File: config.mk
export PLATFORM = sky130hd
export DESIGN_NAME = priority_task_scheduler_top
export DESIGN_NICKNAME = d
export VERILOG_FILES = /design/src/rtl/core/pts_pkg.sv /design/src/rtl/core/pts_datapath.sv /design/src/rtl/core/pts_ctrl.sv /design/src/rtl/core/priority_task_scheduler_top.sv
export SDC_FILE = /design/constraint.sdc
export NUM_CORES = 2
export LEC_CHECK = 0
export ABC_CLOCK_PERIOD_IN_PS = 7900
export BUFFER_PORTS_ARGS = -buffer_cell sky130_fd_sc_hd__buf_2
export CAP_MARGIN = 20
export CORE_AREA = 2 2 454 456
export CTS_CLUSTER_SIZE = 20
export DETAILED_ROUTE_END_ITERATION = 8
export DIE_AREA = 0 0 456 458
export PLACE_DENSITY = 0.56
export SLEW_MARGIN = 10
export SYNTH_ARGS = -nofsm -noshare
export SYNTH_HDL_FRONTEND = slang
export SYNTH_HIERARCHICAL = 1
export SYNTH_SLANG_ARGS = --single-unit
File: constraint.sdc
create_clock -name clk -period 7.9 [get_ports clk]
set_input_delay 1.185 -clock clk [delete_from_list [all_inputs] [get_ports clk]]
set_output_delay 1.185 -clock clk [all_outputs]
set_load 0.05 [all_outputs]
File: src/rtl/core/pts_pkg.sv
// package for the priority task scheduler: sizes, codes and command/status structs
package pts_pkg;

  localparam int Tasks = 16;
  localparam int Levels = 32;
  localparam int TaskW = 4;
  localparam int LevelW = 5;
  localparam int PtrW = 5;
  localparam logic [PtrW-1:0] Nil = 5'h10;

  localparam logic [2:0] ModeTick = 3'd0;
  localparam logic [2:0] ModeEnq = 3'd1;
  localparam logic [2:0] ModeSched = 3'd2;
  localparam logic [2:0] ModeSleep = 3'd3;
  localparam logic [2:0] ModeWake = 3'd4;

  localparam logic [1:0] StBlocked = 2'd0;
  localparam logic [1:0] StRunnable = 2'd1;
  localparam logic [1:0] StRunning = 2'd2;
  localparam logic [1:0] StSleeping = 2'd3;

  // operation the controller asks of the datapath
  typedef enum logic [3:0] {
    OP_NONE = 4'd0,
    OP_LOAD = 4'd1,
    OP_TICK_INC = 4'd2,
    OP_TICK_STEP = 4'd3,
    OP_ENQ = 4'd4,
    OP_WAKE = 4'd5,
    OP_SLEEP_UNLINK = 4'd6,
    OP_SLEEP_PUSH = 4'd7,
    OP_SCAN = 4'd8,
    OP_PICK_UNLINK = 4'd9,
    OP_IDLE_FIX = 4'd10,
    OP_COMMIT = 4'd11,
    OP_REQUEUE = 4'd12,
    OP_REJECT = 4'd13
  } pts_op_t;

  typedef struct packed {
    pts_op_t op;
  } pts_cmd_t;

  typedef struct packed {
    logic [2:0] mode;
    logic walk_done;
    logic scan_done;
    logic enq_ok;
    logic wake_ok;
    logic sleep_ok;
    logic requeue;
  } pts_stat_t;

endpackage

File: src/rtl/core/pts_datapath.sv
// scheduler datapath: task tables, list heads, tick counter and result fields
module pts_datapath
  import pts_pkg::*;
(
  input  logic clk,
  input  logic rst,
  input  logic [3:0] idle_id,
  input  logic [2:0] in_mode,
  input  logic [TaskW-1:0] in_task,
  input  logic [7:0] in_prio,
  input  logic [31:0] in_ticks,
  input  pts_cmd_t cmd,
  output pts_stat_t stat,
  output logic [TaskW-1:0] cur_task,
  output logic current_present,
  output logic switched,
  output logic [TaskW-1:0] previous_task,
  output logic previous_present,
  output logic status
);

  logic [1:0] task_status [Tasks];
  logic [LevelW-1:0] task_priority [Tasks];
  logic [31:0] wake_at [Tasks];
  logic [PtrW-1:0] link_next [Tasks];
  logic [PtrW-1:0] link_prev [Tasks];
  logic [PtrW-1:0] level_head [Levels];
  logic [PtrW-1:0] sleep_head;
  logic [31:0] tick_ctr;
  logic [PtrW-1:0] running_task;

  // latched command and walk state
  logic [2:0] mode;
  logic [TaskW-1:0] tsk;
  logic [7:0] prio;
  logic [31:0] ticks;
  logic [PtrW-1:0] walk;
  logic [LevelW:0] lvl;
  logic [PtrW-1:0] pick;
  logic [PtrW-1:0] prev;

  logic [TaskW-1:0] w;
  logic [TaskW-1:0] pk;
  logic [TaskW-1:0] rt;
  logic [TaskW-1:0] pv;
  logic [LevelW-1:0] lv;
  logic [PtrW-1:0] idle_ptr;

  assign w = walk[TaskW-1:0];
  assign pk = pick[TaskW-1:0];
  assign rt = running_task[TaskW-1:0];
  assign pv = prev[TaskW-1:0];
  assign lv = lvl[LevelW-1:0];
  assign idle_ptr = {1'b0, idle_id};

  // status toward the controller
  always_comb begin
    stat.mode = mode;
    stat.walk_done = (walk == Nil);
    stat.scan_done = lvl[LevelW] || (level_head[lv] != Nil);
    stat.enq_ok = (task_status[tsk] == StBlocked) || (task_status[tsk] == StRunning);
    stat.wake_ok = (task_status[tsk] == StBlocked) || (task_status[tsk] == StSleeping);
    stat.sleep_ok = (running_task != Nil);
    stat.requeue = (prev != Nil) && (pick != prev) && (task_status[pv] == StRunning);
  end

  always_ff @(posedge clk) begin
    if (rst) begin
      for (int i = 0; i < Tasks; i++) begin
        task_status[i] <= StBlocked;
        task_priority[i] <= '0;
        wake_at[i] <= '0;
        link_next[i] <= Nil;
        link_prev[i] <= Nil;
      end
      for (int i = 0; i < Levels; i++) level_head[i] <= Nil;
      sleep_head <= Nil;
      tick_ctr <= '0;
      running_task <= Nil;
      walk <= Nil;
      lvl <= '0;
      pick <= Nil;
      prev <= Nil;
      mode <= '0;
      tsk <= '0;
      prio <= '0;
      ticks <= '0;
      switched <= 1'b0;
      previous_task <= '0;
      previous_present <= 1'b0;
      status <= 1'b0;
    end else begin
      case (cmd.op)
        // capture the beat, clear result flags, start the scan at the top level, note the running task
        OP_LOAD: begin
          mode <= in_mode;
          tsk <= in_task;
          prio <= in_prio;
          ticks <= in_ticks;
          switched <= 1'b0;
          previous_task <= '0;
          previous_present <= 1'b0;
          status <= 1'b0;
          lvl <= (LevelW+1)'(Levels - 1);
          prev <= running_task;
        end
        OP_TICK_INC: begin
          tick_ctr <= tick_ctr + 32'd1;
          walk <= sleep_head;
        end
        // one sleeper per cycle: a due sleeper is unlinked from the sleep list and pushed on its level
        OP_TICK_STEP: begin
          walk <= link_next[w];
          if (tick_ctr >= wake_at[w]) begin
            if (link_prev[w] != Nil) link_next[link_prev[w][TaskW-1:0]] <= link_next[w];
            else sleep_head <= link_next[w];
            if (link_next[w] != Nil) link_prev[link_next[w][TaskW-1:0]] <= link_prev[w];
            link_next[w] <= level_head[task_priority[w]];
            link_prev[w] <= Nil;
            if (level_head[task_priority[w]] != Nil)
              link_prev[level_head[task_priority[w]][TaskW-1:0]] <= walk;
            level_head[task_priority[w]] <= walk;
            task_status[w] <= StRunnable;
          end
        end
        OP_ENQ: begin
          task_priority[tsk] <= (prio > 8'(Levels - 1)) ? LevelW'(Levels - 1)
                                                         : prio[LevelW-1:0];
          link_next[tsk] <= level_head[(prio > 8'(Levels - 1)) ? LevelW'(Levels - 1)
                                                                : prio[LevelW-1:0]];
          link_prev[tsk] <= Nil;
          if (level_head[(prio > 8'(Levels - 1)) ? LevelW'(Levels - 1) : prio[LevelW-1:0]] != Nil)
            link_prev[level_head[(prio > 8'(Levels - 1)) ? LevelW'(Levels - 1)
                                 : prio[LevelW-1:0]][TaskW-1:0]] <= {1'b0, tsk};
          level_head[(prio > 8'(Levels - 1)) ? LevelW'(Levels - 1) : prio[LevelW-1:0]]
            <= {1'b0, tsk};
          task_status[tsk] <= StRunnable;
        end
        // wake of sleeper: unlink from sleep list and push on its level in the same cycle
        // when blocked the task is not unlinked, only pushed
        OP_WAKE: begin
          if (task_status[tsk] == StSleeping) begin
            if (link_prev[tsk] != Nil) link_next[link_prev[tsk][TaskW-1:0]] <= link_next[tsk];
            else sleep_head <= link_next[tsk];
            if (link_next[tsk] != Nil) link_prev[link_next[tsk][TaskW-1:0]] <= link_prev[tsk];
          end
          link_next[tsk] <= level_head[task_priority[tsk]];
          link_prev[tsk] <= Nil;
          if (level_head[task_priority[tsk]] != Nil)
            link_prev[level_head[task_priority[tsk]][TaskW-1:0]] <= {1'b0, tsk};
          level_head[task_priority[tsk]] <= {1'b0, tsk};
          task_status[tsk] <= StRunnable;
        end
        // current task leaves a run list if it was enqueued
        OP_SLEEP_UNLINK: begin
          if (task_status[rt] == StRunnable) begin
            if (link_prev[rt] != Nil) link_next[link_prev[rt][TaskW-1:0]] <= link_next[rt];
            else level_head[task_priority[rt]] <= link_next[rt];
            if (link_next[rt] != Nil) link_prev[link_next[rt][TaskW-1:0]] <= link_prev[rt];
          end
        end
        OP_SLEEP_PUSH: begin
          wake_at[rt] <= tick_ctr + ticks;
          task_status[rt] <= StSleeping;
          link_next[rt] <= sleep_head;
          link_prev[rt] <= Nil;
          if (sleep_head != Nil) link_prev[sleep_head[TaskW-1:0]] <= running_task;
          sleep_head <= running_task;
        end
        // one level per cycle, highest first
        OP_SCAN: begin
          lvl <= lvl - 1'b1;
        end
        OP_PICK_UNLINK: begin
          if (!lvl[LevelW]) begin
            pick <= level_head[lv];
            level_head[lv] <= link_next[level_head[lv][TaskW-1:0]];
            if (link_next[level_head[lv][TaskW-1:0]] != Nil)
              link_prev[link_next[level_head[lv][TaskW-1:0]][TaskW-1:0]] <= Nil;
            link_next[level_head[lv][TaskW-1:0]] <= Nil;
            link_prev[level_head[lv][TaskW-1:0]] <= Nil;
          end else if (idle_ptr < PtrW'(Tasks)) begin
            pick <= idle_ptr;
          end else begin
            pick <= Nil;
          end
        end
        // idle task taken off the sleep list when it sleeps
        OP_IDLE_FIX: begin
          if (lvl[LevelW] && pick != Nil && task_status[pk] == StSleeping) begin
            if (link_prev[pk] != Nil) link_next[link_prev[pk][TaskW-1:0]] <= link_next[pk];
            else sleep_head <= link_next[pk];
            if (link_next[pk] != Nil) link_prev[link_next[pk][TaskW-1:0]] <= link_prev[pk];
            link_next[pk] <= Nil;
            link_prev[pk] <= Nil;
          end
        end
        OP_COMMIT: begin
          if (pick != Nil) task_status[pk] <= StRunning;
          if (pick != prev) begin
            running_task <= pick;
            switched <= 1'b1;
            previous_task <= (prev != Nil) ? pv : '0;
            previous_present <= (prev != Nil);
          end
        end
        OP_REQUEUE: begin
          link_next[pv] <= level_head[task_priority[pv]];
          link_prev[pv] <= Nil;
          if (level_head[task_priority[pv]] != Nil)
            link_prev[level_head[task_priority[pv]][TaskW-1:0]] <= prev;
          level_head[task_priority[pv]] <= prev;
          task_status[pv] <= StRunnable;
        end
        OP_REJECT: begin
          status <= 1'b1;
        end
        default: begin
        end
      endcase
    end
  end

  assign cur_task = (running_task != Nil) ? rt : '0;
  assign current_present = (running_task != Nil);

endmodule

File: src/rtl/core/pts_ctrl.sv
// scheduler controller: sequences one command through the datapath
module pts_ctrl
  import pts_pkg::*;
(
  input  logic clk,
  input  logic rst,
  input  logic s_axis_tvalid,
  output logic s_axis_tready,
  output logic m_axis_tvalid,
  input  logic m_axis_tready,
  input  pts_stat_t stat,
  output pts_cmd_t cmd
);

  typedef enum logic [9:0] {
    S_IDLE = 10'b0000000001,
    S_DECODE = 10'b0000000010,
    S_WALK = 10'b0000000100,
    S_SLPUSH = 10'b0000001000,
    S_SCAN = 10'b0000010000,
    S_PICK = 10'b0000100000,
    S_IDLEFIX = 10'b0001000000,
    S_COMMIT = 10'b0010000000,
    S_REQUEUE = 10'b0100000000,
    S_OUT = 10'b1000000000
  } state_t;

  state_t state, state_next;

  always_ff @(posedge clk) begin
    if (rst) state <= S_IDLE;
    else state <= state_next;
  end

  assign s_axis_tready = (state == S_IDLE);
  assign m_axis_tvalid = (state == S_OUT);

  // next state and datapath operation
  always_comb begin
    state_next = state;
    cmd.op = OP_NONE;
    case (state)
      S_IDLE: begin
        if (s_axis_tvalid) begin
          cmd.op = OP_LOAD;
          state_next = S_DECODE;
        end
      end
      S_DECODE: begin
        state_next = S_OUT;
        case (stat.mode)
          ModeTick: begin
            cmd.op = OP_TICK_INC;
            state_next = S_WALK;
          end
          ModeEnq: cmd.op = stat.enq_ok ? OP_ENQ : OP_REJECT;
          ModeSched: state_next = S_SCAN;
          ModeSleep: begin
            if (stat.sleep_ok) begin
              cmd.op = OP_SLEEP_UNLINK;
              state_next = S_SLPUSH;
            end else begin
              cmd.op = OP_REJECT;
            end
          end
          ModeWake: cmd.op = stat.wake_ok ? OP_WAKE : OP_REJECT;
          default: cmd.op = OP_REJECT;
        endcase
      end
      S_WALK: begin
        if (stat.walk_done) state_next = S_OUT;
        else cmd.op = OP_TICK_STEP;
      end
      S_SLPUSH: begin
        cmd.op = OP_SLEEP_PUSH;
        state_next = S_SCAN;
      end
      S_SCAN: begin
        if (stat.scan_done) state_next = S_PICK;
        else cmd.op = OP_SCAN;
      end
      S_PICK: begin
        cmd.op = OP_PICK_UNLINK;
        state_next = S_IDLEFIX;
      end
      S_IDLEFIX: begin
        cmd.op = OP_IDLE_FIX;
        state_next = S_COMMIT;
      end
      S_COMMIT: begin
        cmd.op = OP_COMMIT;
        state_next = stat.requeue ? S_REQUEUE : S_OUT;
      end
      S_REQUEUE: begin
        cmd.op = OP_REQUEUE;
        state_next = S_OUT;
      end
      S_OUT: begin
        if (m_axis_tready) state_next = S_IDLE;
      end
      default: state_next = S_IDLE;
    endcase
  end

`ifndef SYNTH
  // no new beat while a result is pending
  a_no_accept_in_out: assert property (@(posedge clk) disable iff (rst)
    m_axis_tvalid |-> !s_axis_tready) else $error("accept during result");
  // an accepted beat leads to decode
  a_accept_decode: assert property (@(posedge clk) disable iff (rst)
    (s_axis_tvalid && s_axis_tready) |=> (state == S_DECODE)) else $error("no decode");
  // state stays one-hot
  a_onehot: assert property (@(posedge clk) disable iff (rst)
    $onehot(state)) else $error("state not one-hot");
  // result held until taken
  a_out_hold: assert property (@(posedge clk) disable iff (rst)
    (m_axis_tvalid && !m_axis_tready) |=> m_axis_tvalid) else $error("result dropped");
`endif

endmodule

File: src/rtl/core/priority_task_scheduler_top.sv
// Priority task scheduler: one command beat in, one result beat out, one command in
// flight at a time. Each command is loaded, then decoded; enqueue, wake and rejected
// commands act in decode and go to the result. A tick increments the tick counter and
// walks the sleep list one sleeper per cycle. Schedule and sleep scan the priority
// levels one per cycle from the highest, then pick, fix the idle task, commit and
// requeue the previous task when it is still running; sleep first unlinks and pushes
// the current task on the sleep list. The result is held until it is taken.
module priority_task_scheduler_top
  import pts_pkg::*;
(
  input  logic clk,
  input  logic rst,
  input  logic cfg_we,
  input  logic [3:0] cfg_wdata,      // idle task number
  input  logic s_axis_tvalid,
  output logic s_axis_tready,
  input  logic [47:0] s_axis_tdata,  // mode[2:0], task_id[6:3], priority_req[14:7],
                                     // sleep_ticks[46:15], zero pad
  output logic m_axis_tvalid,
  input  logic m_axis_tready,
  output logic [15:0] m_axis_tdata   // cur_task[3:0], current_present[4], switched[5],
                                     // previous_task[9:6], previous_present[10],
                                     // status[11], zero pad
);

  logic [3:0] idle_id;
  pts_cmd_t cmd;
  pts_stat_t stat;
  logic [TaskW-1:0] cur_task;
  logic current_present;
  logic switched;
  logic [TaskW-1:0] previous_task;
  logic previous_present;
  logic status;

  // idle task register
  always_ff @(posedge clk) begin
    if (rst) idle_id <= '0;
    else if (cfg_we) idle_id <= cfg_wdata;
  end

  pts_ctrl u_ctrl (
    .clk(clk), .rst(rst),
    .s_axis_tvalid(s_axis_tvalid), .s_axis_tready(s_axis_tready),
    .m_axis_tvalid(m_axis_tvalid), .m_axis_tready(m_axis_tready),
    .stat(stat), .cmd(cmd)
  );

  pts_datapath u_dp (
    .clk(clk), .rst(rst), .idle_id(idle_id),
    .in_mode(s_axis_tdata[2:0]), .in_task(s_axis_tdata[6:3]),
    .in_prio(s_axis_tdata[14:7]), .in_ticks(s_axis_tdata[46:15]),
    .cmd(cmd), .stat(stat),
    .cur_task(cur_task), .current_present(current_present),
    .switched(switched), .previous_task(previous_task),
    .previous_present(previous_present), .status(status)
  );

  assign m_axis_tdata = {4'b0, status, previous_present, previous_task,
                         switched, current_present, cur_task};

endmodule

==> results.json <==
{
  "endpoint_kind": "flop",
  "routabilityCongestion": 1.02,
  "gr-total-overflow": 0,
  "core_region_area_um2": 204000,
  "first_pass_iters": 9,
  "synth_common_cells": "nor2_1, edfxtp_1, nand2_1",
  "synth-edff-count": 944,
  "path_clk_slew_ns": 0.06,
  "fin_setup_tns_ns": 0,
  "outcome": "finished, final reports clean",
  "yosys_register_bits": 1100,
  "synth.most_common_cell": "nor2_1",
  "yosys.area.top_type": "edfxtp_1",
  "cts_max_level": 3,
  "seq_area_frac_synth_pct": 45.6,
  "clock_sinks": 1100,
  "syn_inst": 6178,
  "drv_cap": 0,
  "die_h_um": 458,
  "path_class": "reg -> reg",
  "vdd_drop_max_mv": 0.196,
  "drt_first_iter_violations": 8209,
  "crit_family": "simple AND/OR/NAND/NOR gates",
  "wl_per_cell_um": 32.4,
  "ys_top_cells_by_area": "edfxtp_1, mux4_2, nor2_1",
  "clock_latency_ns": 0.83,
  "die_w_um": 456,
  "stdcell_area_um2": 77400,
  "grtUsageTotal_pct": 27.1,
  "period_share_pct": 95.5,
  "worstPathArrival_ns": 8.01,
  "yosysWarnings": 6,
  "route.detailed.drc": 0,
  "startpoint_type": "flop",
  "ant_nets": 0,
  "critPathMaxFanout": 12,
  "grt_pass1_vias": 53700,
  "finalSetupViolCount": 0,
  "max_slew_margin_pct": 14.4,
  "grt_max_degree": 84,
  "synth_ff_type": "edfxtp_1",
  "layout.nets": 6306,
  "fin_ws_ns": 0.352,
  "syn2layout_area_growth_pct": 12.2,
  "hold_violations": 0,
  "io_buffer_count": 69,
  "place_ws_ns": -0.0413,
  "crit_top_cell": "buf_4",
  "drv_slew": 0,
  "power_uw": 15500,
  "dr_total_vias": 56700,
  "async_flop_share_pct": 0,
  "fin_worst_skew_ns": 0.107,
  "place_hpwl_um": 204000,
  "fin_crit_ns": 7.55,
  "grt_first_pass_wirelength_um": 410000,
  "critPathBufInv": 6,
  "critPathSlowestCell": "mux4_2",
  "drt_wl_total_um": 291000,
  "numCtsBuffers": 119,
  "ys_types": 121,
  "rsz0062_at_grt": "false",
  "cts_setup_buffers": 0,
  "power_density_nw_per_um2": 201,
  "slowest_delay_ns": 0.57,
  "antenna_found_initial": 10,
  "cts.path.max_buffers": 3,
  "place_area_um2": 73400,
  "synth_top_area_share_pct": 41.1,
  "viasPerCell": 6.32,
  "placementRows": 166,
  "cts_tree": "done",
  "postCtsHoldBufs": 0,
  "die-area_um2": 209000,
  "cts_root_buf": "clkbuf_16",
  "hp-class": "reg -> reg",
  "drive_gt1_share_pct": 21.1,
  "initial_utilization_pct": 33.9,
  "worst_pin_slew_ns": 1.28,
  "crit_required_ns": 8.37,
  "pin_count": 75,
  "p_leak_uw": 0.0258,
  "avgSynthCellArea_um2": 11.2,
  "synth_area_um2": 69000,
  "max_freq_mhz": 132
}
-- where the power goes --
| group | switching (µW) | total (µW) | internal [µW] |
|---|---|---|---|
| sequential | 261 | 6770 | 6510 |
| clock | 2490 | 5670 | 3180 |
| combinational | 2060 | 3090 | 1030 |
| total | 4810 | 15500 | 10700 |
-- stage by stage --
stage	hold slack, ns	cells	utilization, %
after global placement	0.456	8742	36.0
after detailed placement	0.456	8747	36.0
after global routing	0.478	8971	38.0
final	0.468	8974	38.0
after CTS	0.465	8969	38.0
after floorplan	0.440	6181	-
-- tightest hold or removal path, stage by stage (launching register included) --
cell and delay [ns]:
dfxtp_1 0.31, nand2_1 0.06, a21oi_1 0.05
-- layout make-up --
type | instances | area, µm²
Timing Repair Buffer | 392 | 2930
Tap cell | 2688 | 3360
Clock inverter | 65 | 704
Inverter | 126 | 477
Sequential cell | 1100 | 31500
Antenna cell | 3 | 7.51
Multi-Input combinational cell | 4443 | 35200
Fill cell | 19700 | 126000
Clock buffer | 157 | 3260
-- state kept, by name, indices dropped and copies added (netlist names), 3 cells and up, named ones only --
signal and cells:
u_ctrl/state 10, u_dp/tsk 4, u_dp/wake_at 512, u_dp/lvl 6
u_dp/prev 5, u_dp/link_prev 80, u_dp/sleep_head 5, u_dp/link_next 80
idle_id 4, u_dp/walk 5, u_dp/ticks 32, u_dp/prio 8
u_dp/task_priority 80, u_dp/tick_ctr 32, u_dp/pick 5, u_dp/running_task 5
u_dp/task_status 32, u_dp/previous_task 4, u_dp/mode 3, u_dp/level_head 160
-- path summary, 6_finish.rpt --
kind / start / to / slack [ns] / depth (start not counted)
min: u_dp/ticks[11]$_SDFFE_PP0P_ / u_dp/ticks[11]$_SDFFE_PP0P_ / 0.47 / 2
max reg2reg: flop / u_dp/link_next[8][2]$_DFFE_PP_ / 0.35 / 26
max: flop / u_dp/link_next[8][2]$_DFFE_PP_ / 0.35 / 26
min reg2reg: u_dp/ticks[11]$_SDFFE_PP0P_ / u_dp/ticks[11]$_SDFFE_PP0P_ / 0.47 / 2
-- cell families (layout without fill, tap and decap cells) --
| kind of cell | after synthesis | in the layout | synth area share, % |
|---|---|---|---|
| AOI/OAI and AO/OA | 1071 | 1071 | 11.0 |
| xor gates and xnor gates | 68 | 68 | 0.863 |
| adders and majority gates | 67 | 67 | 1.23 |
| buffers and inverters | 638 | 740 | 3.88 |
| DFF | 1100 | 1100 | 45.6 |
| muxes | 930 | 930 | 22.3 |
| other | 1 | 7 | 0.00544 |
| and+or+nand+nor | 2303 | 2303 | 15.0 |
-- metal layers --
metal | up-vias | track usage [%] | wire [µm] | part of all wire [%]
li1 | 23600 | - | - | -
met1 | 28900 | 37.7 | 118000 | 41
met2 | 3570 | 40.6 | 127000 | 44
met3 | 648 | 5.43 | 30700 | 11
met4 | 6 | 12.6 | 14900 | 5.1
met5 | - | 0 | 39 | 0.013
-- what timing repair did --
| item | 4_1_cts | 5_1_grt |
|---|---|---|
| endpoints found under the hold margin | 0 | 0 |
| resized for setup | 1 | 4 |
| endpoints found under the setup margin | 12 | 85 |
-- placed cells by master, fill, tap and decap left out, types with 28 or more instances in the layout --
cell type / netlist / layout
nand2b_1: 45 / 45
inv_1: 122 / 121
xor2_1: 45 / 43
edfxtp_1: 944 / 944
mux2i_1: 326 / 324
a22o_1: 33 / 33
buf_2: 69 / 68
mux4_2: 474 / 474
nand2_1: 587 / 559
mux2_2: 126 / 126
o21ai_0: 136 / 135
or3_1: 39 / 38
nand3b_1: 28 / 28
nor3_1: 85 / 82
clkbuf_1: 347 / 29
buf_4: 30 / 310
and2_1: 43 / 43
nor2b_1: 68 / 68
clkbuf_16: 0 / 123
o221ai_1: 62 / 62
a22oi_1: 67 / 67
nand4_1: 34 / 34
dfxtp_1: 156 / 140
ha_1: 66 / 66
a211oi_1: 31 / 31
nand3_1: 163 / 159
a221oi_1: 36 / 35
o211ai_1: 47 / 47
nor2_1: 1046 / 1044
nand2_2: 1 / 28
o22ai_1: 40 / 40
a21o_1: 33 / 33
a21oi_1: 235 / 231
o21a_1: 30 / 30
a31oi_1: 44 / 44
Note: power is estimated with default switching activity, not from simulation.
